`config.mk`:
```
export PLATFORM = sky130hd
export DESIGN_NAME = csia_back
export DESIGN_NICKNAME = d
export VERILOG_FILES = /design/src/design/csia_pkg.sv /design/src/design/csia_back.sv
export SDC_FILE = /design/constraint.sdc
export NUM_CORES = 1
export LEC_CHECK = 0
export BUFFER_PORTS_ARGS = -buffer_cell sky130_fd_sc_hd__buf_2
export CORE_AREA = 2 2 204 206
export DETAILED_ROUTE_END_ITERATION = 10
export DIE_AREA = 0 0 206 208
export PLACE_DENSITY = 0.49
export RECOVER_POWER = 50
export SYNTH_ARGS = -nofsm -noshare
export SYNTH_HDL_FRONTEND = slang
export SYNTH_SLANG_ARGS = --single-unit
```
`constraint.sdc`:
```
create_clock -name clk -period 4.2 [get_ports clk]
set_clock_uncertainty 0.05 [all_clocks]
set_input_delay 1.26 -clock clk [delete_from_list [all_inputs] [get_ports clk]]
set_output_delay 1.26 -clock clk [all_outputs]
set_load 0.005 [all_outputs]
```
`src/design/csia_pkg.sv`:
```
// Shared types, constants and codes of the checked signed integer ALU.
package csia_pkg;

  localparam int DATA_WIDTH = 64;
  localparam int DW = DATA_WIDTH;
  localparam int LATENCY = DW + 2;

  localparam logic [2:0] CMD_ADD = 3'd0;
  localparam logic [2:0] CMD_SUB = 3'd1;
  localparam logic [2:0] CMD_MUL = 3'd2;
  localparam logic [2:0] CMD_DIV = 3'd3;
  localparam logic [2:0] CMD_REM = 3'd4;
  localparam logic [2:0] CMD_NEG = 3'd5;

  localparam logic [1:0] TRAP_NONE = 2'd0;
  localparam logic [1:0] TRAP_OVF  = 2'd1;
  localparam logic [1:0] TRAP_DIVZ = 2'd2;

  localparam logic [DW-1:0] MIN_VAL = {1'b1, {(DW-1){1'b0}}};
  localparam logic [DW-1:0] MAX_VAL = {1'b0, {(DW-1){1'b1}}};

  typedef enum logic [1:0] {
    KIND_EARLY,
    KIND_MUL,
    KIND_DIV,
    KIND_REM
  } kind_t;

  typedef struct packed {
    logic [2:0]         cmd;
    logic signed [63:0] operand_a;
    logic signed [63:0] operand_b;
  } req_t;

  typedef struct packed {
    logic signed [63:0] result_value;
    logic [1:0]         trap_code;
  } result_t;

  // control that rides along the cell chain
  typedef struct packed {
    kind_t          kind;
    logic           na;
    logic           neg;
    logic [DW-1:0]  res;
    logic [1:0]     trap;
  } ctl_t;

  // datapath state handed from cell to cell
  typedef struct packed {
    logic [DW-1:0]   mc;
    logic [DW-1:0]   dv;
    logic [2*DW-1:0] p;
    logic [DW-1:0]   rem;
    logic [DW-1:0]   dq;
  } work_t;

endpackage

```
`src/design/csia_back.sv`:
```
// Sign fix-up, multiply range check and result register.
module csia_back
  import csia_pkg::*;
(
  input  logic    clk,
  input  logic    rst,
  input  logic    in_valid,
  input  ctl_t    in_ctl,
  input  work_t   in_work,
  output logic    done,
  output result_t result
);

  logic [DW-1:0] lo, hi, limit, r;
  logic [1:0]    trap;
  result_t       result_next;

  always_comb begin
    lo    = in_work.p[DW-1:0];
    hi    = in_work.p[2*DW-1:DW];
    limit = in_ctl.neg ? MIN_VAL : MAX_VAL;
    r     = in_ctl.res;
    trap  = in_ctl.trap;
    case (in_ctl.kind)
      KIND_MUL: begin
        if (hi != '0 || lo > limit) begin
          trap = TRAP_OVF;
          r    = '0;
        end else begin
          r = in_ctl.neg ? (~lo + 1'b1) : lo;
        end
      end
      KIND_DIV: r = in_ctl.neg ? (~in_work.dq + 1'b1) : in_work.dq;
      KIND_REM: r = in_ctl.na ? (~in_work.rem + 1'b1) : in_work.rem;
      default: ;
    endcase
    result_next.result_value = 64'(signed'(r));
    result_next.trap_code    = trap;
  end

  always_ff @(posedge clk) begin
    if (rst) begin
      done <= 1'b0;
    end else begin
      done <= in_valid;
    end
  end

  always_ff @(posedge clk) begin
    result <= result_next;
  end

endmodule

```
# Yosys cells after proc, flatten, opt, wreduce, memory -nomap -nowiden
# Index checks and enable logic that the tools add are counted.
[word_totals]
word_cells = 23
register_bits = 67
output_inout_bits = 67
[classes]
magnitude_cmp = 1
eq_ne = 3
n_mux = 8
add_sub_neg = 3
n_reduce_logical = 2
bitwise = 3
[op_table]
columns = ["op", "count"]
rows = [
  ["2-to-1 mux 64 bit", 5],
  ["adder 64 x 1 -> 64 bit (second input constant)", 3],
  ["NOT 64 bit", 3],
  ["case mux 64 bit (3 select lines)", 1],
  ["greater-than comparator 64 bit", 1],
  ["nonzero test 64 bit", 1],
  ["equality test 2 bit (second input constant)", 2],
  ["2-to-1 mux 2 bit", 2],
  ["equality test 2 x 1 -> 1 bit (second input constant)", 1],
  ["logical OR 1 bit", 1],
]

# Longest topological paths before layout
[logic_depth]
word_depth = 5
ltp_mapped = 13
mapped_depth_nobuf = 10

# Worst setup path before layout
# Ideal clock, no wire load.
[synth_path]
kind = "input-to-reg"
from = "input in_work[1] (netlist name)"
to = "register result[63] (netlist name)"
setup_slack_ns = 0.143
path_stages = 9
n_path_buf = 1
t_arrival_ns = 3.877
setup_ns = 0.130
t_required_ns = 4.020
cell_sequence = "or3_4 -> or4_4 -> buf_6 -> or4_4 -> or3_4 -> o31ai_4 -> xnor2_1 -> a222oi_1 -> o21ai_1"
[synth_via]
elab_chain_cells = 4
[synth_lines]
columns = ["item", "line_no", "rtl"]
rows = [
  ["from (decl)", "csia_back.sv:9", "input work_t in_work,"],
  ["NOT 64 bit", "csia_back.sv:33", "KIND_DIV: r = in_ctl.neg ? (~in_work.dq + 1'b1) : in_work.dq;"],
  ["adder 64 x 1 -> 64 bit", "csia_back.sv:33", ""],
  ["2-to-1 mux 64 bit", "csia_back.sv:33", ""],
  ["case mux 64 bit (3 select lines)", "csia_back.sv:24", "case (in_ctl.kind)"],
  ["net r[61]", "csia_back.sv:14", "logic [DW-1:0] lo, hi, limit, r;"],
  ["to (signal assigned)", "csia_back.sv:50", "result <= result_next;"],
  ["to (decl)", "csia_back.sv:11", "output result_t result"],
]
# The timed path passes the listed nets, and every way through them passes these cells.
# A chain may end at the register's enable or synchronous reset.

# Final worst setup path
[layout_path]
from = "input in_work[138] (netlist name)"
to = "register result[61] (netlist name)"
[layout_via]
elab_chain_cells = 5
[layout_lines]
columns = ["item", "line_no", "rtl"]
rows = [
  ["NOT 64 bit", "csia_back.sv:30", "r = in_ctl.neg ? (~lo + 1'b1) : lo;"],
  ["adder 64 x 1 -> 64 bit", "csia_back.sv:30", ""],
  ["2-to-1 mux 64 bit", "csia_back.sv:30", ""],
  ["2-to-1 mux 64 bit (*)", "csia_back.sv:26", "if (hi != '0 || lo > limit) begin"],
  ["case mux 64 bit (3 select lines) (*)", "csia_back.sv:24", ""],
  ["net r[59]", "csia_back.sv:14", ""],
]
# Mark *: on every way through the listed nets, which the timed path passes. The rest lies on a longest branch.

==> run metrics <==
post-synth top area cell dfxtp_1; detail-routed via count per cell 5.070; CP Buf/Inv Count 2; Initial DRC Count 849; status complete, no violations; Fin. Hold Viols 0; hold_buf cts 0; CP Capture Type flop; worst hold path depth 2; Worst Hold Class in2reg; final WL 49180 um; top cells by area, synth dfxtp_1 (16%), xor2_1 (13%), ha_1 (9.7%), xnor2_1 (6.0%), o31ai_1 (5.2%); detailed placement HPWL 41690 um; largest net degree at the start of global routing 66; RSZ-0062 raised after global routing yes; Max Cap Viol 0; Die Wd 206 um; post-route ant nets 0; startpoint of the worst hold path rst; placed instance area 12680 sq um; setup ws final 0.04056 ns; Yosys reg bits 67; H-tree depth 3; Routability Congestion 0.9391; fin crit share 99.03%; global route overflow 0; mean post-synth cell area 7.592 sq um; Post-synth EDFFs 0; worst slew pin tran 0.9926 ns; initial antenna violation count 6; Worst EP required 4.42 ns; post-layout min period 4.159 ns; DIE AREA 42850 sq um; Tot Pwr 2754 uW; Startpoint Class input port; Total GRT Usage 22.12%; Worst-path clk slew 0.07 ns; via count of the routed design 11300; vias in the first global route 10780; TritonCTS Buffers 9; Seq/Total Area, Yosys 15.55%; leakage power 0.005534 uW; maximum clock path buffer count 2; Synth top cells by count xor2_1 (124), o21ai_0 (89), nand2_1 (77); most frequent cell after synthesis xor2_1; Mapped Nets 1660; Min-Delay Endpoint done; layout cells sized above 1 36.51%; finished layout cell area 13030 sq um; worst vdd ir 0.0001770 V; port bufs 395; Most Frequent Cell on Critical Path or4_1; critical-path cell list buf_2, or4_1, or4_1, nor4_2, nand4_1, or3_1, o31ai_1, xor2_1, o22ai_1, buf_4; yosys warns 0; clock sinks 67; power per cell area 211.4 nW/um^2; crit-path leading delay family simple AND/OR/NAND/NOR gates; critical path launch point in_work[138]; Synth cell types 62; layout overhead on the synthesized area 51.05%; critical path peak fanout 5; Clock Root Buffer clkbuf_16; relative slew slack 33.58%; Ports 524; post-synth top area share 15.55%; Setup CP Type in2reg; Gate Count Post-Synth 1136; Setup-failing EPs final 0; first-pass GRT wire length 69550 um; Routed WL per cell 22.08 um; CP max-delay cell or4_1; Rows 74; Initial Utilization 21.27%; CTS tree done; worst hold slack 0.9954 ns; Synth Flop Type dfxtp_1; CP max stage delay 0.61 ns; Pins Over Slew Limit 0; First-pass DRT Iterations 7; Place WS -0.4265 ns; Arrival @ worst endpoint 4.38 ns; ys async rst share 0%; total core area 40550 sq um; Final #Nets 2209; Chip Height 208 um; number of remaining DRC errors 0; Achievable Freq 240.4 MHz; Layout Utilization 32.12%; synthesized cell area 8625 sq um
-- state kept, by name (all words and copies together), names as in the netlist --
register and cells:
done 1, result 66
-- through the flow --
stage	std cells	setup TNS [ns]
floorplan	1136	0
global placement	2205	-19.62
detailed placement	2205	-19.39
CTS	2221	0
global route	2226	-0.05624
finish	2228	0
-- worst max path at each step --
stage            endpoint  slack (ns)  cells past startpoint
5_1_grt        result[63]       -0.06                     10
2_1_floorplan  result[63]        0.14                      9
6_report       result[61]        0.04                     10
3_5_place_dp   result[52]       -0.43                     13
4_1_cts        result[63]        0.02                     10
3_3_place_gp   result[31]       -0.44                     14
-- layout make-up --
class	instances	area, sq um
fill	4484	27530
multi-input combinational	988	7034
timing repair buffer	609	3621
sequential	67	1341
tap	532	665.6
clock buffer	11	252.7
clock inverter	5	60.06
inverter	10	37.54
antenna	6	15.01
-- power breakdown --
| part | total, uW | internal [uW] | switching [uW] | leakage [uW] |
|---|---|---|---|---|
| clock network | 853 | 494 | 358 | 0.000152 |
| logic | 1170 | 531 | 641 | 0.00482 |
| registers | 730 | 705 | 24.8 | 0.000564 |
| total | 2750 | 1730 | 1020 | 0.00553 |
-- placed cells by master, fill, tap and decap left out, types with 40 or more instances in the layout --
cell,instances
nor3_1,45
xnor2_1,58
ha_1,67
a21oi_1,64
o41ai_1,40
xor2_1,124
buf_2,352
dfxtp_1,67
nand2_1,77
buf_4,208
nor2_1,67
o31ai_1,59
o21ai_0,87
clkbuf_1,41
-- timing repair --
action                     in CTS  in global routing
setup endpoints to repair       3                 10
gates resized for setup         2                 10
buffers inserted                0                  1
pin swaps                       0                  4
cloned                          0                  0
-- logic make-up after synthesis --
logic type      after synthesis  synth area share, %
xor+xnor                    183                18.58
buf+inv                      81                3.641
compound gates              366                29.38
simple gates                369                22.78
fa+ha+maj                    67                9.720
flops                        67                15.55
mux                           3               0.3482
-- metal layers --
| metal | vias up | share of wire, % | track usage (%) | routed length [um] |
|---|---|---|---|---|
| li1 | 5497 | - | - | - |
| met1 | 5313 | 50 | 34.15 | 24760 |
| met4 | 2 | 2.4 | 6.921 | 1168 |
| met5 | - | 0.024 | 0 | 12 |
| met2 | 436 | 40 | 30.71 | 19870 |
| met3 | 48 | 6.9 | 3.336 | 3373 |
(Power assumes the default switching activity.)
