File: config.mk
export PLATFORM = sky130hd
export DESIGN_NAME = csia_cell
export DESIGN_NICKNAME = d
export VERILOG_FILES = /design/src/design/csia_pkg.sv /design/src/design/csia_cell.sv
export SDC_FILE = /design/constraint.sdc
export NUM_CORES = 1
export LEC_CHECK = 0
export BUFFER_PORTS_ARGS = -buffer_cell sky130_fd_sc_hd__buf_2
export CORE_AREA = 2 2 353 355
export CTS_BUF_LIST = sky130_fd_sc_hd__clkbuf_2 sky130_fd_sc_hd__clkbuf_4 sky130_fd_sc_hd__clkbuf_8
export DETAILED_ROUTE_END_ITERATION = 8
export DIE_AREA = 0 0 355 357
export GPL_TIMING_DRIVEN = 0
export PLACE_DENSITY = 0.42
export SLEW_MARGIN = 20
export SYNTH_ARGS = -nofsm -noshare
export SYNTH_HDL_FRONTEND = slang
export SYNTH_SLANG_ARGS = --single-unit
export TNS_END_PERCENT = 30
File: constraint.sdc
create_clock -name clk -period 3.93 [get_ports clk]
set_clock_uncertainty 0.2 [all_clocks]
set_input_delay 0.1965 -clock clk [delete_from_list [all_inputs] [get_ports clk]]
set_output_delay 0.1965 -clock clk [all_outputs]
set_load 0.01 [all_outputs]
File: src/design/csia_pkg.sv
// Shared types, constants and codes of the checked signed integer ALU.
package csia_pkg;

  localparam int DATA_WIDTH = 64;
  localparam int DW = DATA_WIDTH;
  localparam int LATENCY = DW + 2;

  localparam logic [2:0] CMD_ADD = 3'd0;
  localparam logic [2:0] CMD_SUB = 3'd1;
  localparam logic [2:0] CMD_MUL = 3'd2;
  localparam logic [2:0] CMD_DIV = 3'd3;
  localparam logic [2:0] CMD_REM = 3'd4;
  localparam logic [2:0] CMD_NEG = 3'd5;

  localparam logic [1:0] TRAP_NONE = 2'd0;
  localparam logic [1:0] TRAP_OVF  = 2'd1;
  localparam logic [1:0] TRAP_DIVZ = 2'd2;

  localparam logic [DW-1:0] MIN_VAL = {1'b1, {(DW-1){1'b0}}};
  localparam logic [DW-1:0] MAX_VAL = {1'b0, {(DW-1){1'b1}}};

  typedef enum logic [1:0] {
    KIND_EARLY,
    KIND_MUL,
    KIND_DIV,
    KIND_REM
  } kind_t;

  typedef struct packed {
    logic [2:0]         cmd;
    logic signed [63:0] operand_a;
    logic signed [63:0] operand_b;
  } req_t;

  typedef struct packed {
    logic signed [63:0] result_value;
    logic [1:0]         trap_code;
  } result_t;

  // control that rides along the cell chain
  typedef struct packed {
    kind_t          kind;
    logic           na;
    logic           neg;
    logic [DW-1:0]  res;
    logic [1:0]     trap;
  } ctl_t;

  // datapath state handed from cell to cell
  typedef struct packed {
    logic [DW-1:0]   mc;
    logic [DW-1:0]   dv;
    logic [2*DW-1:0] p;
    logic [DW-1:0]   rem;
    logic [DW-1:0]   dq;
  } work_t;

endpackage

File: src/design/csia_cell.sv
// One step of the chain: a shift-add multiply bit and a restoring divide bit.
module csia_cell
  import csia_pkg::*;
(
  input  logic  clk,
  input  logic  rst,
  input  logic  in_valid,
  input  ctl_t  in_ctl,
  input  work_t in_work,
  output logic  valid,
  output ctl_t  ctl,
  output work_t work
);

  logic [DW:0] madd;
  logic [DW:0] sh;
  logic [DW:0] trial;
  logic        ge;
  work_t       work_next;

  always_comb begin
    // multiply: add multiplicand into the high half, then shift right
    madd = {1'b0, in_work.p[2*DW-1:DW]} + (in_work.p[0] ? {1'b0, in_work.mc} : '0);
    // divide: bring in the next dividend bit, trial subtract
    sh    = {in_work.rem, in_work.dq[DW-1]};
    trial = sh - {1'b0, in_work.dv};
    ge    = ~trial[DW];

    work_next.mc  = in_work.mc;
    work_next.dv  = in_work.dv;
    work_next.p   = {madd, in_work.p[DW-1:1]};
    work_next.rem = ge ? trial[DW-1:0] : sh[DW-1:0];
    work_next.dq  = {in_work.dq[DW-2:0], ge};
  end

  always_ff @(posedge clk) begin
    if (rst) begin
      valid <= 1'b0;
    end else begin
      valid <= in_valid;
    end
  end

  always_ff @(posedge clk) begin
    ctl  <= in_ctl;
    work <= work_next;
  end

endmodule

# [After elaboration in Yosys (flattened, before gate mapping)]
# Cells that the tools add are included.
[word_totals] regBits=455 latchBits=0 mem_bits_rw=0 mem_bits_ro=0 inputBits=457 output_inout_bits=455 elab_cells=16 mem_count=0
[classes] addsub=2 mul=0 div=0 magnitude_cmp=0 n_eq_ne=0 n_shift=0 n_mux=2 bitwise_logic=1 n_reduce_logical=0
[op_table] cell="64-bit two-way mux" n=2
[op_table] cell="64-bit by 64-bit adder with 65-bit output" n=1
[op_table] cell="65-bit by 64-bit subtractor with 65-bit output" n=1
[op_table] cell="1-bit inverter" n=1

# [Logic depth before layout (Yosys ltp)]
[logic_depth] word_depth=2 mapped_depth=17 ltp_nobuf=15

# [Worst setup path before layout]
# No wires, ideal clock.
[synth_path] path_kind="input -> register" startpoint="input port in_work[128] (netlist name)" endpoint="register work[251] (netlist name)" arrival_ns=3.459 t_required_ns=3.658 path_slack_ns=0.199 path_stages=15 path_buffers=1 cell_sequence="clkbuf_1 and2_1 ha_1 fa_1 a21o_1 a21o_1 a2111oi_2 o31ai_2 a21oi_1 o21ai_0 a31oi_1 o31a_1 o21ai_1 a21boi_0 xnor2_1"
[synth_via] elab_chain_len=2
[synth_rtl] item="start: declaration" line="csia_cell.sv:9" rtl="input work_t in_work,"
[synth_rtl] item="64-bit two-way mux" line="csia_cell.sv:23" rtl="madd = {1'b0, in_work.p[2*DW-1:DW]} + (in_work.p[0] ? {1'b0, in_work.mc} : '0);"
[synth_rtl] item="64-bit by 64-bit adder with 65-bit output" line="csia_cell.sv:23"
[synth_rtl] item="net madd[60]" line="csia_cell.sv:15" rtl="logic [DW:0] madd;"
[synth_rtl] item="end signal: assignment" line="csia_cell.sv:46" rtl="work <= work_next;"
[synth_rtl] item="end: declaration" line="csia_cell.sv:12" rtl="output work_t work"
# The timed path passes the listed nets, and every way through them passes these cells.
# A chain may end at the register's enable or synchronous reset.

==> impl_metrics.ini <==
[run_status]
run_status = finished with violations
failing_checks = negative hold slack

[grt]
antenna_violations_before_repair = 40
grt_overflow_total = 0
first_global_vias = 21059
grt_start_max_net_pins = 16
wire_length_of_the_first_global_routing_pass_mm = 143
grt_usage = 0.156

[pwr]
power.density_mw_per_mm2 = 416
leakagePower_nw = 16.2
worst_ir_drop_vdd_mv = 0.291

[floorplanning]
fp-row-count = 129
floorplan.io_pins = 912
die_h_microns = 357
starting_density = 0.144
floorplan.die_area_sq_mm = 0.127
die_w_microns = 355
core_area_sq_mm = 0.123

[logic_synthesis]
synth_largest_area_cell = sky130_fd_sc_hd__dfxtp_1
post_synth_most_frequent_cells = sky130_fd_sc_hd__dfxtp_1 (455), sky130_fd_sc_hd__nand2_1 (148), sky130_fd_sc_hd__a21oi_1 (146)
netlist.area_leader.share = 0.515
synthesis.area_sq_mm = 0.0177
synth.most_common_cell = sky130_fd_sc_hd__dfxtp_1
synthTopCellsByArea = sky130_fd_sc_hd__dfxtp_1 (52%), sky130_fd_sc_hd__ha_1 (9.1%), sky130_fd_sc_hd__a21oi_1 (4.1%), sky130_fd_sc_hd__o21ai_0 (3.5%), sky130_fd_sc_hd__a21o_1 (3.4%)
async_flop_share = 0
synth_seq_area_share = 0.515
ys_seq_elements = 455
synth_nets = 2364
yosys_warnings = 0
yosysUniqueCellTypes = 69
synth-edff-count = 0
main_flop_type_after_synthesis = sky130_fd_sc_hd__dfxtp_1
postSynthCellCount = 1777
avgSynthCellArea_sq_um = 9.95

[hold_path]
worstHoldPathCells = 1
hold_class = in -> reg

[critical_path]
crit_path_max_fanout = 9
cp-start-kind = input pin
worstPathArrival_ps = 4330
cp-end-kind = flop
critPathKind = in -> reg
worst_ep_required_time_ps = 4370

[cells_and_area]
post_route_design_area_sq_mm = 0.0345
layout.filler_cells = 13154
finalNetCount = 4160
sequential_cell_area_sq_mm = 0.00911
area_of_combinational_cells_with_multiple_inputs_sq_mm = 0.00805
flow.area_growth_from_synthesis_pct = 95.0
stdcell_count = 5297
layout_cell_share_with_drive_strength_beyond_1 = 0.310

[placement]
io_buffers = 910
placed_cells = 4324
sum_of_net_half_perimeters_after_detailed_placement_mm = 81.0
setup_slack_placement_ps = -1540
gp_routability_congestion = 0.851
dpl_cell_area_sq_mm = 0.0243

[cts]
cts_max_path_buffers = 3
cts-buffers-inserted = 89
clk_pin_slew_worst_paths_ps = 70
clock_sink_count = 455
tritoncts = yes
cts_max_level = 3
clk_root_buffer_cell = sky130_fd_sc_hd__clkbuf_8

[routing]
dr_total_vias = 20276
number_of_remaining_drc_errors = 0
drt-vias-per-instance = 3.83
wirelength_mm = 104
detail_route.iter0.violations = 806
drt_first_pass_iters = 5
post_drt_wl_per_cell_microns = 19.6
drt.antenna.violating_nets = 0

[timing]
timing.final.setup_violations = 0
grt_setup_unrepaired = true
hold_slack_ps = -638
final.setup.worst_slack_ps = 35.8
fmax_mhz = 257
final.min_clock_period_ps = 3890
final.period_utilization = 0.991
timing_max_transition_violations_final = 0
timing.slew.headroom = 0.443
final-hold-violation-count = 43
transition_time_at_the_pin_with_the_least_slew_margin_ps = 825

[flow_run]
drv.max_cap_violation_count = 0
## registers in the layout, summed over array words and instances, names as in the netlist
register / flops
ctl: 70
valid: 1
work: 384
## worst paths after layout
path / start / endpoint / slack (ps)
setup / recovery: in_work[82] / work[72] / 40
hold / removal: in_work[276] / work[276] / -640
## kinds of logic after synthesis
family | Yosys count | synth area share
AO/OA/AOI/OAI | 502 | 0.181
AND/OR/NAND/NOR | 406 | 0.114
adder cells (fa/ha/maj) | 130 | 0.0928
flip-flops | 455 | 0.515
multiplexers | 5 | 0.00318
buffers and inverters | 160 | 0.0350
XOR/XNOR | 119 | 0.0589
## cell type report
class,count,area share
Clock buffer,121,0.0452
Tap cell,1637,0.0594
Antenna cell,15,0.00109
Multi-Input combinational cell,1162,0.233
Clock inverter,42,0.0159
Buffer,61,0.00758
Sequential cell,455,0.264
Inverter,99,0.0108
Timing Repair Buffer,1705,0.363
## power by group
part | switching, mW | total, mW | internal, mW
Sequential | 0.113 | 5.19 | 5.07
Clock | 2.45 | 5.68 | 3.23
Combinational | 1.86 | 3.49 | 1.63
## placed cells by master, fill, tap and decap left out, types with 15 or more instances in the layout
cell | netlist | routed
sky130_fd_sc_hd__a21o_1 | 81 | 81
sky130_fd_sc_hd__a21oi_1 | 146 | 141
sky130_fd_sc_hd__clkbuf_1 | 52 | 48
sky130_fd_sc_hd__dfxtp_1 | 455 | 455
sky130_fd_sc_hd__and3_1 | 15 | 15
sky130_fd_sc_hd__xor2_1 | 53 | 53
sky130_fd_sc_hd__o21ai_0 | 125 | 119
sky130_fd_sc_hd__nor3_1 | 17 | 17
sky130_fd_sc_hd__nand2_1 | 148 | 148
sky130_fd_sc_hd__o21a_1 | 17 | 17
sky130_fd_sc_hd__o21bai_1 | 22 | 22
sky130_fd_sc_hd__buf_2 | 8 | 915
sky130_fd_sc_hd__inv_1 | 98 | 98
sky130_fd_sc_hd__and2_1 | 72 | 72
sky130_fd_sc_hd__diode_2 | 0 | 15
sky130_fd_sc_hd__nand4_1 | 26 | 26
sky130_fd_sc_hd__dlygate4sd3_1 | 0 | 791
sky130_fd_sc_hd__nor2_1 | 50 | 50
sky130_fd_sc_hd__xnor2_1 | 66 | 66
sky130_fd_sc_hd__clkbuf_8 | 0 | 104
sky130_fd_sc_hd__clkbuf_4 | 0 | 21
sky130_fd_sc_hd__ha_1 | 128 | 128
sky130_fd_sc_hd__nand3_1 | 28 | 28
## what timing repair did
action,4_1_cts,5_1_grt
endpoints found under the hold margin,454,63
gates resized for setup,10,25
cloned,0,0
endpoints found under the setup margin,23,30
setup buffers,3,1
pin swaps,1,2
hold buffers,748,43
## metrics by stage
step / total power [mW] / TNS, ps / utilization
after floorplan: 6.66 / 0 / -
after global placement: 8.08 / -94400 / 0.197
after detailed placement: 8.07 / -71990 / 0.197
after CTS: 14.6 / 0 / 0.276
after global routing: 15.1 / -224 / 0.280
final: 14.4 / 0 / 0.280
## worst max-delay path, stage by stage
cell                            delay, ps
sky130_fd_sc_hd__buf_2                100
sky130_fd_sc_hd__dlygate4sd3_1        570
sky130_fd_sc_hd__ha_1                 390
sky130_fd_sc_hd__a21oi_1              240
sky130_fd_sc_hd__o21ai_0              120
sky130_fd_sc_hd__and2_1               210
sky130_fd_sc_hd__a2111oi_4            580
sky130_fd_sc_hd__nor4b_4              120
sky130_fd_sc_hd__o211ai_1             180
sky130_fd_sc_hd__buf_4                160
sky130_fd_sc_hd__a21oi_1               90
sky130_fd_sc_hd__or2_1                230
sky130_fd_sc_hd__buf_2                200
sky130_fd_sc_hd__and2_0               180
sky130_fd_sc_hd__dlygate4sd3_1        550
sky130_fd_sc_hd__a31o_2               230
## metal layers
metal,vias up,global-route usage,part of all wire
met3,188,0.0504,0.072
met4,36,0.0548,0.037
met1,9414,0.152,0.35
met5,-,0,0.0023
met2,791,0.306,0.54
li1,9847,-,-
Note: power is estimated with default switching activity, not from simulation.
