**src/design/csia_pkg.sv**
```systemverilog
// Shared types, constants and codes of the checked signed integer ALU.
package csia_pkg;

  localparam int DATA_WIDTH = 64;
  localparam int DW = DATA_WIDTH;
  localparam int LATENCY = DW + 2;

  localparam logic [2:0] CMD_ADD = 3'd0;
  localparam logic [2:0] CMD_SUB = 3'd1;
  localparam logic [2:0] CMD_MUL = 3'd2;
  localparam logic [2:0] CMD_DIV = 3'd3;
  localparam logic [2:0] CMD_REM = 3'd4;
  localparam logic [2:0] CMD_NEG = 3'd5;

  localparam logic [1:0] TRAP_NONE = 2'd0;
  localparam logic [1:0] TRAP_OVF  = 2'd1;
  localparam logic [1:0] TRAP_DIVZ = 2'd2;

  localparam logic [DW-1:0] MIN_VAL = {1'b1, {(DW-1){1'b0}}};
  localparam logic [DW-1:0] MAX_VAL = {1'b0, {(DW-1){1'b1}}};

  typedef enum logic [1:0] {
    KIND_EARLY,
    KIND_MUL,
    KIND_DIV,
    KIND_REM
  } kind_t;

  typedef struct packed {
    logic [2:0]         cmd;
    logic signed [63:0] operand_a;
    logic signed [63:0] operand_b;
  } req_t;

  typedef struct packed {
    logic signed [63:0] result_value;
    logic [1:0]         trap_code;
  } result_t;

  // control that rides along the cell chain
  typedef struct packed {
    kind_t          kind;
    logic           na;
    logic           neg;
    logic [DW-1:0]  res;
    logic [1:0]     trap;
  } ctl_t;

  // datapath state handed from cell to cell
  typedef struct packed {
    logic [DW-1:0]   mc;
    logic [DW-1:0]   dv;
    logic [2*DW-1:0] p;
    logic [DW-1:0]   rem;
    logic [DW-1:0]   dq;
  } work_t;

endpackage

```
**src/design/csia_front.sv**
```systemverilog
// Operand decode, add/sub/negate, trap screening and chain load.
module csia_front
  import csia_pkg::*;
(
  input  logic  clk,
  input  logic  rst,
  input  logic  take,
  input  req_t  req,
  output logic  valid,
  output ctl_t  ctl,
  output work_t work
);

  logic [DW-1:0] a, b, ma, mb;
  logic [DW:0]   sum, diff;
  logic          amin;
  ctl_t          ctl_next;
  work_t         work_next;

  always_comb begin
    a    = req.operand_a[DW-1:0];
    b    = req.operand_b[DW-1:0];
    ma   = a[DW-1] ? (~a + 1'b1) : a;
    mb   = b[DW-1] ? (~b + 1'b1) : b;
    sum  = {a[DW-1], a} + {b[DW-1], b};
    diff = {a[DW-1], a} - {b[DW-1], b};
    amin = (a == MIN_VAL);

    ctl_next.kind = KIND_EARLY;
    ctl_next.na   = a[DW-1];
    ctl_next.neg  = a[DW-1] ^ b[DW-1];
    ctl_next.res  = '0;
    ctl_next.trap = TRAP_NONE;
    case (req.cmd)
      CMD_ADD: begin
        if (sum[DW] != sum[DW-1]) ctl_next.trap = TRAP_OVF;
        else ctl_next.res = sum[DW-1:0];
      end
      CMD_SUB: begin
        if (diff[DW] != diff[DW-1]) ctl_next.trap = TRAP_OVF;
        else ctl_next.res = diff[DW-1:0];
      end
      CMD_MUL: ctl_next.kind = KIND_MUL;
      CMD_DIV, CMD_REM: begin
        if (b == '0) begin
          ctl_next.trap = TRAP_DIVZ;
        end else if (amin && b == '1) begin
          ctl_next.trap = TRAP_OVF;
        end else begin
          ctl_next.kind = (req.cmd == CMD_DIV) ? KIND_DIV : KIND_REM;
        end
      end
      CMD_NEG: begin
        if (amin) ctl_next.trap = TRAP_OVF;
        else ctl_next.res = ~a + 1'b1;
      end
      default: ;
    endcase

    work_next.mc  = ma;
    work_next.dv  = mb;
    work_next.p   = {{DW{1'b0}}, mb};
    work_next.rem = '0;
    work_next.dq  = ma;
  end

  always_ff @(posedge clk) begin
    if (rst) begin
      valid <= 1'b0;
    end else begin
      valid <= take;
    end
  end

  always_ff @(posedge clk) begin
    ctl  <= ctl_next;
    work <= work_next;
  end

endmodule

```
**config.mk**
```make
export PLATFORM = sky130hd
export DESIGN_NAME = csia_front
export DESIGN_NICKNAME = d
export VERILOG_FILES = /design/src/design/csia_pkg.sv /design/src/design/csia_front.sv
export SDC_FILE = /design/constraint.sdc
export NUM_CORES = 1
export LEC_CHECK = 0
export BUFFER_PORTS_ARGS = -buffer_cell sky130_fd_sc_hd__buf_2
export CELL_PAD_IN_SITES_DETAIL_PLACEMENT = 1
export CELL_PAD_IN_SITES_GLOBAL_PLACEMENT = 1
export CORE_AREA = 2 2 230 232
export CTS_BUF_LIST = sky130_fd_sc_hd__clkbuf_2
export CTS_CLUSTER_DIAMETER = 200
export DETAILED_ROUTE_END_ITERATION = 8
export DIE_AREA = 0 0 232 234
export PLACE_DENSITY_LB_ADDON = 0.05
export SLEW_MARGIN = 20
export SYNTH_ARGS = -nofsm -noshare
export SYNTH_HDL_FRONTEND = slang
export SYNTH_SLANG_ARGS = --single-unit
```
**constraint.sdc**
```tcl
create_clock -name clk -period 4.8 [get_ports clk]
set_input_delay 0 -clock clk [delete_from_list [all_inputs] [get_ports clk]]
set_output_delay 0 -clock clk [all_outputs]
set_load 0.01 [all_outputs]
```
### After elaboration in Yosys (flattened, before gate mapping)

Cells that the tools add are included.

* add/subtract/negate cells: 4
* $mul: 0
* div/mod/pow operators: 0
* magnitude comparators: 0
* eq/ne operators: 9
* shift-type cells: 0
* muxes and demuxes: 16
* bitwise operators: 3
* reductions and logical operators: 4

Operators by type and width (number)
* $mux 64: 3
* $pmux 64 s3: 1
* $add 64x1->64 const B: 2
* $eq 64x64->1 const B: 2
* $not 64->64: 2
* $mux 63: 2
* $add 64x64->65: 1
* $sub 64x64->65: 1
* $logic_not 64->1: 1
* $pmux 2 s4: 1
* $eq 3x2->1 const B: 2
* $eq 3x3->1 const B: 2
* $mux 2: 3
* $mux 1: 5
* $pmux 2 s2: 1
* $eq 3x1->1 const B: 1
* $logic_not 3->1: 1
* $ne 1x1->1: 2
* $reduce_or 2->1: 1
* $logic_and 1x1->1: 1
* $xor 1x1->1: 1

* register bits after elaboration: 199
* bits in latches: 0
* memory bits (writable): 0
* bits in read-only memories: 0
* bits of input ports: 134
* output and inout port bits: 455
* word-level logic and storage cells: 46
* memories: 0

### Logic depth before layout (Yosys ltp)

Gate-level depths: netlist (run 1).

* depth in word-level cells: 5
* mapped depth: 21
* gate-level depth less buffers: 20

### Least setup slack after synthesis (run 1)

OpenSTA, ideal clock, no wires.

* path kind: in2reg
* start: in req[2] (netlist bit)
* end: reg ctl[59] (netlist bit)
* setup time: 74 ps
* arrival time: 4162 ps
* required time: 4726 ps
* slack: 563 ps
* cell stages on the path: 19
* path buffers: 3
* cells stage by stage: inv_1 ha_1 buf_2 nand2_1 o21ai_0 a21oi_1 o31ai_1 a31oi_1 o41ai_1 a311o_1 a31o_2 a311oi_1 xnor2_1 ha_1 nor3_1 clkbuf_1 clkbuf_1 a22oi_1 a31oi_1

RTL lines
* from (decl): RTL line csia_front.sv:8 `input req_t req,`
* to (signal assigned): RTL line csia_front.sv:76 `ctl <= ctl_next;`
* to (decl): RTL line csia_front.sv:10 `output ctl_t ctl,`

### Worst setup path in the final report (run 1)

* start: in req[67] (netlist bit)
* end: reg work[52] (netlist bit)

* cells in the longest elaborated chain, start to end: 3

Ends and longest elaborated chain
* $not 64->64: RTL line csia_front.sv:23 `ma = a[DW-1] ? (~a + 1'b1) : a;`
* $add 64x1->64: RTL line csia_front.sv:23
* $mux 63: RTL line csia_front.sv:23
* net ma[52]: RTL line csia_front.sv:14 `logic [DW-1:0] a, b, ma, mb;`
* to (signal assigned): RTL line csia_front.sv:77 `work <= work_next;`
* to (decl): RTL line csia_front.sv:11 `output work_t work`

The timed path passes the listed nets, and every way through them passes these cells.
A chain may end at the register's enable or synchronous reset.

==> run metrics, run 1 <==
first-pass GRT wire length=around 150000 µm; Post-DRT Antenna Nets=0; Final Wtd Congestion=slightly above 0.9; Netlist Area Pre-Place=18400 µm²; max-slew headroom at the worst pin=0.336; worst hold path type=in -> reg; EDFF count, synth=0; hpwl dp=roughly 73000 µm; Fmax=0.210 GHz; Tmin final=approximately 4800 ps; clock network power share=0.178; design area=roughly 27000 µm²; routed length per instance=about 25 µm; core area=~52000 µm²; Starting Density=0.355; setup ws final=slightly below 40 ps; Logic pwr share=0.492; vias per cell=around 5.5; Leak=between 10 and 15 nW; FP Rows=84; clk buf depth=2; Placed Cells=3589; initial antenna violation count=10; CTS Buf Count=17; Synth Flop Type=dfxtp_1; routed vias=about 22000; fin cells=between 4000 and 5000; internal power=about 3.4 mW; Syn-to-layout area delta=44.4%; synthesized area per cell=between 7 and 8 µm²; PortBufs=460; DP Worst Slack=-391 ps; largest net degree at the start of global routing=between 60 and 70; Die Span X=between 200 and 250 µm; ranking of synthesized cells by area=dfxtp_1, buf_4, ha_1, xnor2_1, a21oi_1; Slew @ Worst Pin=approximately 990 ps; Post-DP Area=roughly 22000 µm²; clk sinks=~200; Slew Limit Fails=0; IR drop worst, VDD=0.000139 V; register share of total power=0.330; Max H-tree Level=4; RSZ-0062 raised after global routing=false; Syn Inst Count=around 2400; flops & latches, synth=199; Tot Pwr=between 6 and 7 mW; register area share after synthesis=0.216; grt ovf=0; Critical Path AT=between 5000 and 6000 ps; DRC=0; switching part of the total=0.428; most frequent CP cell=dlygate4sd3_1; TritonCTS clock tree=built; worst-path cell chain=dlygate4sd3_1, dlygate4sd3_1, buf_2, dlygate4sd3_1, or3b_1, or4_1, nand3b_4, nor3_1, nand2_1, nor3_1, nand2b_1, nand2_1, xnor2_1, dlygate4sd3_1; CP startpoint kind=primary input; Net Switching=between 2 and 3 mW; area leader, netlist=dfxtp_1; status=finished clean; share of cells above drive strength 1=0.253; final hold vios=0; Nets=about 3600; synth warn=0; die area=~54000 µm²; CP endpoint kind=flop; Tot GR Track Use=0.364; Top Ports=approximately 590; CTS Root Cell=clkbuf_2; crit path max fanout=5; number of global-route vias before repair=23500; Initial DRC Count=about 1500; Worst-path clk slew=390 ps; Cell variety after synth=between 80 and 90; final WL=102000 µm; area share of the largest cell type after synthesis=0.216; critical path class=in -> reg; Critical-path top delay cell=nor3_1; Synth async-reset ratio=0; drt first pass iters=5; fin crit share=0.992; PwrDens=between 200 and 250 nW/µm²; Setup-failing EPs final=0; max-cap violations=0; die height=~230 µm; required time of the critical path=between 5000 and 6000 ps; CP peak stage delay=between 600 and 700 ps
[logic make-up (layout without fill, tap and decap cells)]
family / count (synthesis) / after routing / share of synthesized area
mux: 4 / 4 / 0.00217
buf+inv: 511 / 1338 / 0.156
fa+ha+maj: 135 / 135 / 0.0924
other cells: 1 / 131 / 0.000203
compound gates: 697 / 697 / 0.256
xor+xnor: 191 / 191 / 0.0907
flops: 199 / 199 / 0.216
simple gates: 675 / 675 / 0.186
[state kept, by name, indices dropped and copies added, names as in the netlist]
register and count:
ctl 70, valid 1, work 128
[routing by layer]
layer / share of wire / up-vias / track usage
met5: 0.00035 / - / 0
met4: 0.050 / 6 / 0.191
met3: 0.052 / 209 / 0.0579
met2: 0.49 / 833 / 0.635
met1: 0.41 / 11100 / 0.429
li1: - / 10200 / -
[repair_timing]
item / 4_1_cts / 5_1_grt
gates resized for setup: 0 / 26
hold endpoints to repair: 199 / 0
buffers inserted: 0 / 2
endpoints found under the setup margin: 0 / 68
hold buffers: 432 / 0
[power groups by stage]
stage / logic [mW] / registers [mW] / clock network, mW
global placement: 2.46 / 2.00 / 0
detailed placement: 2.48 / 2.00 / 0
finish: 2.97 / 1.99 / 1.07
floorplan: 1.41 / 2.06 / 0
CTS: 2.84 / 1.97 / 1.09
global route: 3.16 / 2.00 / 1.15
[final cells by class]
cell class	instances	area, µm²
Fill cell	6524	25400
Multi-Input combinational cell	1830	12200
Timing Repair Buffer	1163	8780
Sequential cell	199	3980
Tap cell	688	861
Inverter	143	537
Clock inverter	15	194
Clock buffer	17	85.1
Antenna cell	3	7.51
[placed cells by master (no fill, tap or decap), types with 9 or more instances in the layout]
cell type,synthesis,final
o211ai_1,13,13
ha_1,133,132
a211o_1,9,9
a31oi_1,22,21
nand2b_1,22,21
nor4_1,41,39
conb_1,1,128
xor2_1,25,25
and3_1,9,9
o221a_2,13,13
nand4_1,42,42
buf_2,5,460
nor2b_1,19,19
o22ai_1,60,60
a21o_1,29,29
o21bai_1,37,37
a21oi_1,160,158
a211oi_1,15,14
o31ai_1,49,48
nor3_1,59,54
nand2_1,175,175
or3_1,43,42
xnor2_1,166,166
nand3_1,36,36
and2_1,12,12
or4_1,15,14
a22oi_1,15,15
buf_4,256,262
a221oi_1,35,34
or2_2,14,14
o21ai_0,118,117
nor2_1,155,154
dlygate4sd3_1,0,431
dfxtp_1,199,199
inv_1,141,141
o21a_1,14,14
clkbuf_2,0,17
o221ai_1,11,11
a21boi_0,9,9
[metrics by stage]
stage | util | TNS [ps] | hold WS [ps]
5_1_grt | 0.512 | 0 | 47.7
4_1_cts | 0.509 | 0 | 0.844
3_3_place_gp | 0.421 | -11490 | 153
3_5_place_dp | 0.421 | -11920 | 159
6_report | 0.512 | 0 | 135
2_1_floorplan | - | 0 | 27.7
[synth_stat cells (7+ instances only)]
library cell / count
dfxtp_1: 199
a221oi_1: 35
o221ai_1: 11
inv_1: 141
a211oi_1: 15
o22ai_1: 60
or3_1: 43
nor4_1: 41
o41ai_1: 8
o31ai_1: 49
buf_1: 10
a31oi_1: 22
and2_1: 12
nand3_1: 36
nand4_1: 42
a31o_2: 7
nor3_1: 59
a22oi_1: 15
or2_2: 14
a21o_1: 29
nand2_1: 175
o21bai_1: 37
a21boi_0: 9
buf_4: 256
clkbuf_1: 97
a221o_1: 8
ha_1: 133
nor2b_1: 19
and3_1: 9
or4_1: 15
nand2b_1: 22
xnor2_1: 166
o21ai_0: 118
a21oi_1: 160
xor2_1: 25
o221a_2: 13
nor2_1: 155
a211o_1: 9
o21a_1: 14
o211ai_1: 13
[worst paths after layout]
check	start	end	slack [ps]	cells after the start
max	req[67]	work[52]$_DFF_P_	40	14
min	req[98]	ctl[37]$_DFF_P_	140	8
[critical path: cells and delay by family]
family	cells	cell delay, ps
AND/OR/NAND/NOR	8	3230
buffers and inverters	5	2460
XOR/XNOR	1	130
Note: power is estimated with default switching activity, not from simulation.
==> inputs of run 2 (changes only) <==
--- a/config.mk
+++ b/config.mk
@@ -8,11 +8,11 @@
 export BUFFER_PORTS_ARGS = -buffer_cell sky130_fd_sc_hd__buf_2
 export CELL_PAD_IN_SITES_DETAIL_PLACEMENT = 1
 export CELL_PAD_IN_SITES_GLOBAL_PLACEMENT = 1
-export CORE_AREA = 2 2 230 232
+export CORE_AREA = 2 2 229 231
 export CTS_BUF_LIST = sky130_fd_sc_hd__clkbuf_2
 export CTS_CLUSTER_DIAMETER = 200
 export DETAILED_ROUTE_END_ITERATION = 8
-export DIE_AREA = 0 0 232 234
+export DIE_AREA = 0 0 231 233
 export PLACE_DENSITY_LB_ADDON = 0.05
 export SLEW_MARGIN = 20
 export SYNTH_ARGS = -nofsm -noshare
==> constraint.sdc (replaced) <==
create_clock -name clk -period 5.7 [get_ports clk]
set_input_delay 0 -clock clk [delete_from_list [all_inputs] [get_ports clk]]
set_output_delay 0 -clock clk [all_outputs]
set_load 0.01 [all_outputs]
==> run metrics, run 2 (synthesis results as in run 1) <==
status=finished clean; Tot GR Track Use=0.351 (-0.0125); Filler Cells Inserted=6441 (-1.3%); most frequent CP cell=dlygate4sd3_1; routed vias=21500 (-3.5%); Max H-tree Level=4 (unchanged); postcts setup bufs=0 (unchanged); DP Worst Slack=196 ps (+588 ps); die area=53800 µm² (-0.86%); Top Ports=589 (unchanged); clk sinks=199 (unchanged); max-cap violations=0 (unchanged); hpwl dp=67800 µm (-7.4%); commonest non-fill, non-tap cells in the layout=buf_2, dlygate4sd3_1, dfxtp_1; Critical-path top delay cell=or4_2; Setup-failing EPs final=0 (unchanged); clk buf depth=2 (unchanged); worst hold path type=in -> reg; grt ovf=0 (unchanged); Fmax=approximately 0.18 GHz; Worst-path clk slew=360 ps (-30 ps); largest net degree at the start of global routing=69 (unchanged); setup ws final=163 ps (+123 ps); PortBufs=460 (unchanged); worst-path cell chain=dlygate4sd3_1, buf_2, dlygate4sd3_1, inv_1, ha_1, nor3b_1, o311ai_0, o2111ai_1, o21ai_2, a21boi_0, o2111ai_1, nand2_1, a31oi_2, o31ai_1, xnor2_1, ha_1, or4_2, buf_4, o221a_2, o22ai_1, dlygate4sd3_1; Leak=11.0 nW (-9.6%); drt first pass iters=5 (unchanged); Slew @ Worst Pin=947 ps (-40.4 ps); TritonCTS clock tree=built; Critical Path AT=6660 ps (+820 ps); routed length per instance=25.2 µm (+0.24%); Initial DRC Count=1505 (+3.3%); FP Rows=83 (-1.2%); total area of sequential cells=3980 µm² (unchanged); die height=233 µm (-0.43%); CTS Root Cell=clkbuf_2; core area=51100 µm² (-1.8%); setup TNS=0 ps (unchanged); Die Span X=231 µm (-0.43%); Tmin final=5540 ps; PwrDens=193 nW/µm² (-15%); fin crit share=0.971; Syn-to-layout area delta=34.2%; max-slew headroom at the worst pin=0.369 (+0.0330); number of global-route vias before repair=22300 (-5.0%); Reg with most FFs=work; IR drop worst, VDD=0.000160 V (+15%); CP peak stage delay=670 ps (about the same); Starting Density=0.361 (+0.00646); final WL=96400 µm (-5.6%); CTS Buf Count=17 (unchanged); DRC=0 (unchanged); required time of the critical path=6820 ps (+940 ps); first-pass GRT wire length=143000 µm (-3.1%); crit path max fanout=20 (+15); Nets=3397 (-6.2%); max FFs per register=128 (unchanged); critical path class=in -> reg; share of cells above drive strength 1=0.200 (-0.0528); CP endpoint kind=flop; final hold vios=0 (unchanged); Final Wtd Congestion=0.905 (-3.3%); Post-DRT Antenna Nets=0 (unchanged); top flop regs=work (128), ctl (70), valid (1); Slew Limit Fails=0 (unchanged); initial antenna violation count=2 (-8); vias per cell=5.63 (+2.4%); commonest non-fill, non-tap cell in the layout=buf_2; Multi-input gate area=12100 µm² (-0.47%); CP startpoint kind=primary input
==> run 2: changes by cell type in the layout (fill, tap and decap cells not counted), sizes merged <==
cell,delta
inv,+1
clkinvlp,-2
dlygate4sd3,-6
clkinv,+1
buf,-219
diode,-1
bufinv,-1
==> run 2: area by class of cell <==
type                       instances  area share
antenna                            2    0.000202
clock inverter                    14     0.00591
tap                              680      0.0344
inverter                         143      0.0217
timing repair buffer             937       0.283
sequential                       199       0.161
clock buffer                      18     0.00364
multi-input combinational       1830       0.490
==> run 2: path summary, 6_finish.rpt <==
| kind | cells after the start | from | to | slack [ps] |
|---|---|---|---|---|
| worst min-delay path | 6 | req[112] | ctl[50]$_DFF_P_ | 120 |
| worst max-delay path | 21 | req[2] | ctl[27]$_DFF_P_ | 160 |
==> run 2: routing by layer <==
metal,GRT usage,part of all wire
met5,0,0
met4,0.141,0.035
met3,0.0467,0.047
met2,0.610,0.49
met1,0.437,0.43
==> run 2: what timing repair did <==
item,4_1_cts,5_1_grt
endpoints found under the setup margin,0,8
gates resized for setup,0,16
hold buffers,425,0
hold endpoints to repair,199,0
==> run 2: critical path, delay by kind of cell <==
family	cells	cell delay, ps
compound gates	9	2450
xor+xnor	1	150
fa+ha+maj	2	800
buf+inv	6	2270
simple gates	3	970
==> run 2: through the flow <==
stage          hold WS [ps]  utilization  power (mW)  cells  area [µm²]
2_1_floorplan          27.7            -        2.92   2540       18900
5_1_grt                 102        0.485        5.02   3823       24800
4_1_cts              0.0385        0.483        4.72   3821       24700
3_3_place_gp            153        0.395        3.57   3364       20200
3_5_place_dp            164        0.395        3.59   3364       20200
6_report                119        0.485        4.78   3823       24800
==> run 2: power by group <==
part | switching, mW | internal [mW] | total [mW]
Combinational | 1.36 | 0.932 | 2.29
Sequential | 0.0985 | 1.56 | 1.66
Clock | 0.623 | 0.214 | 0.836
Total | 2.08 | 2.71 | 4.78
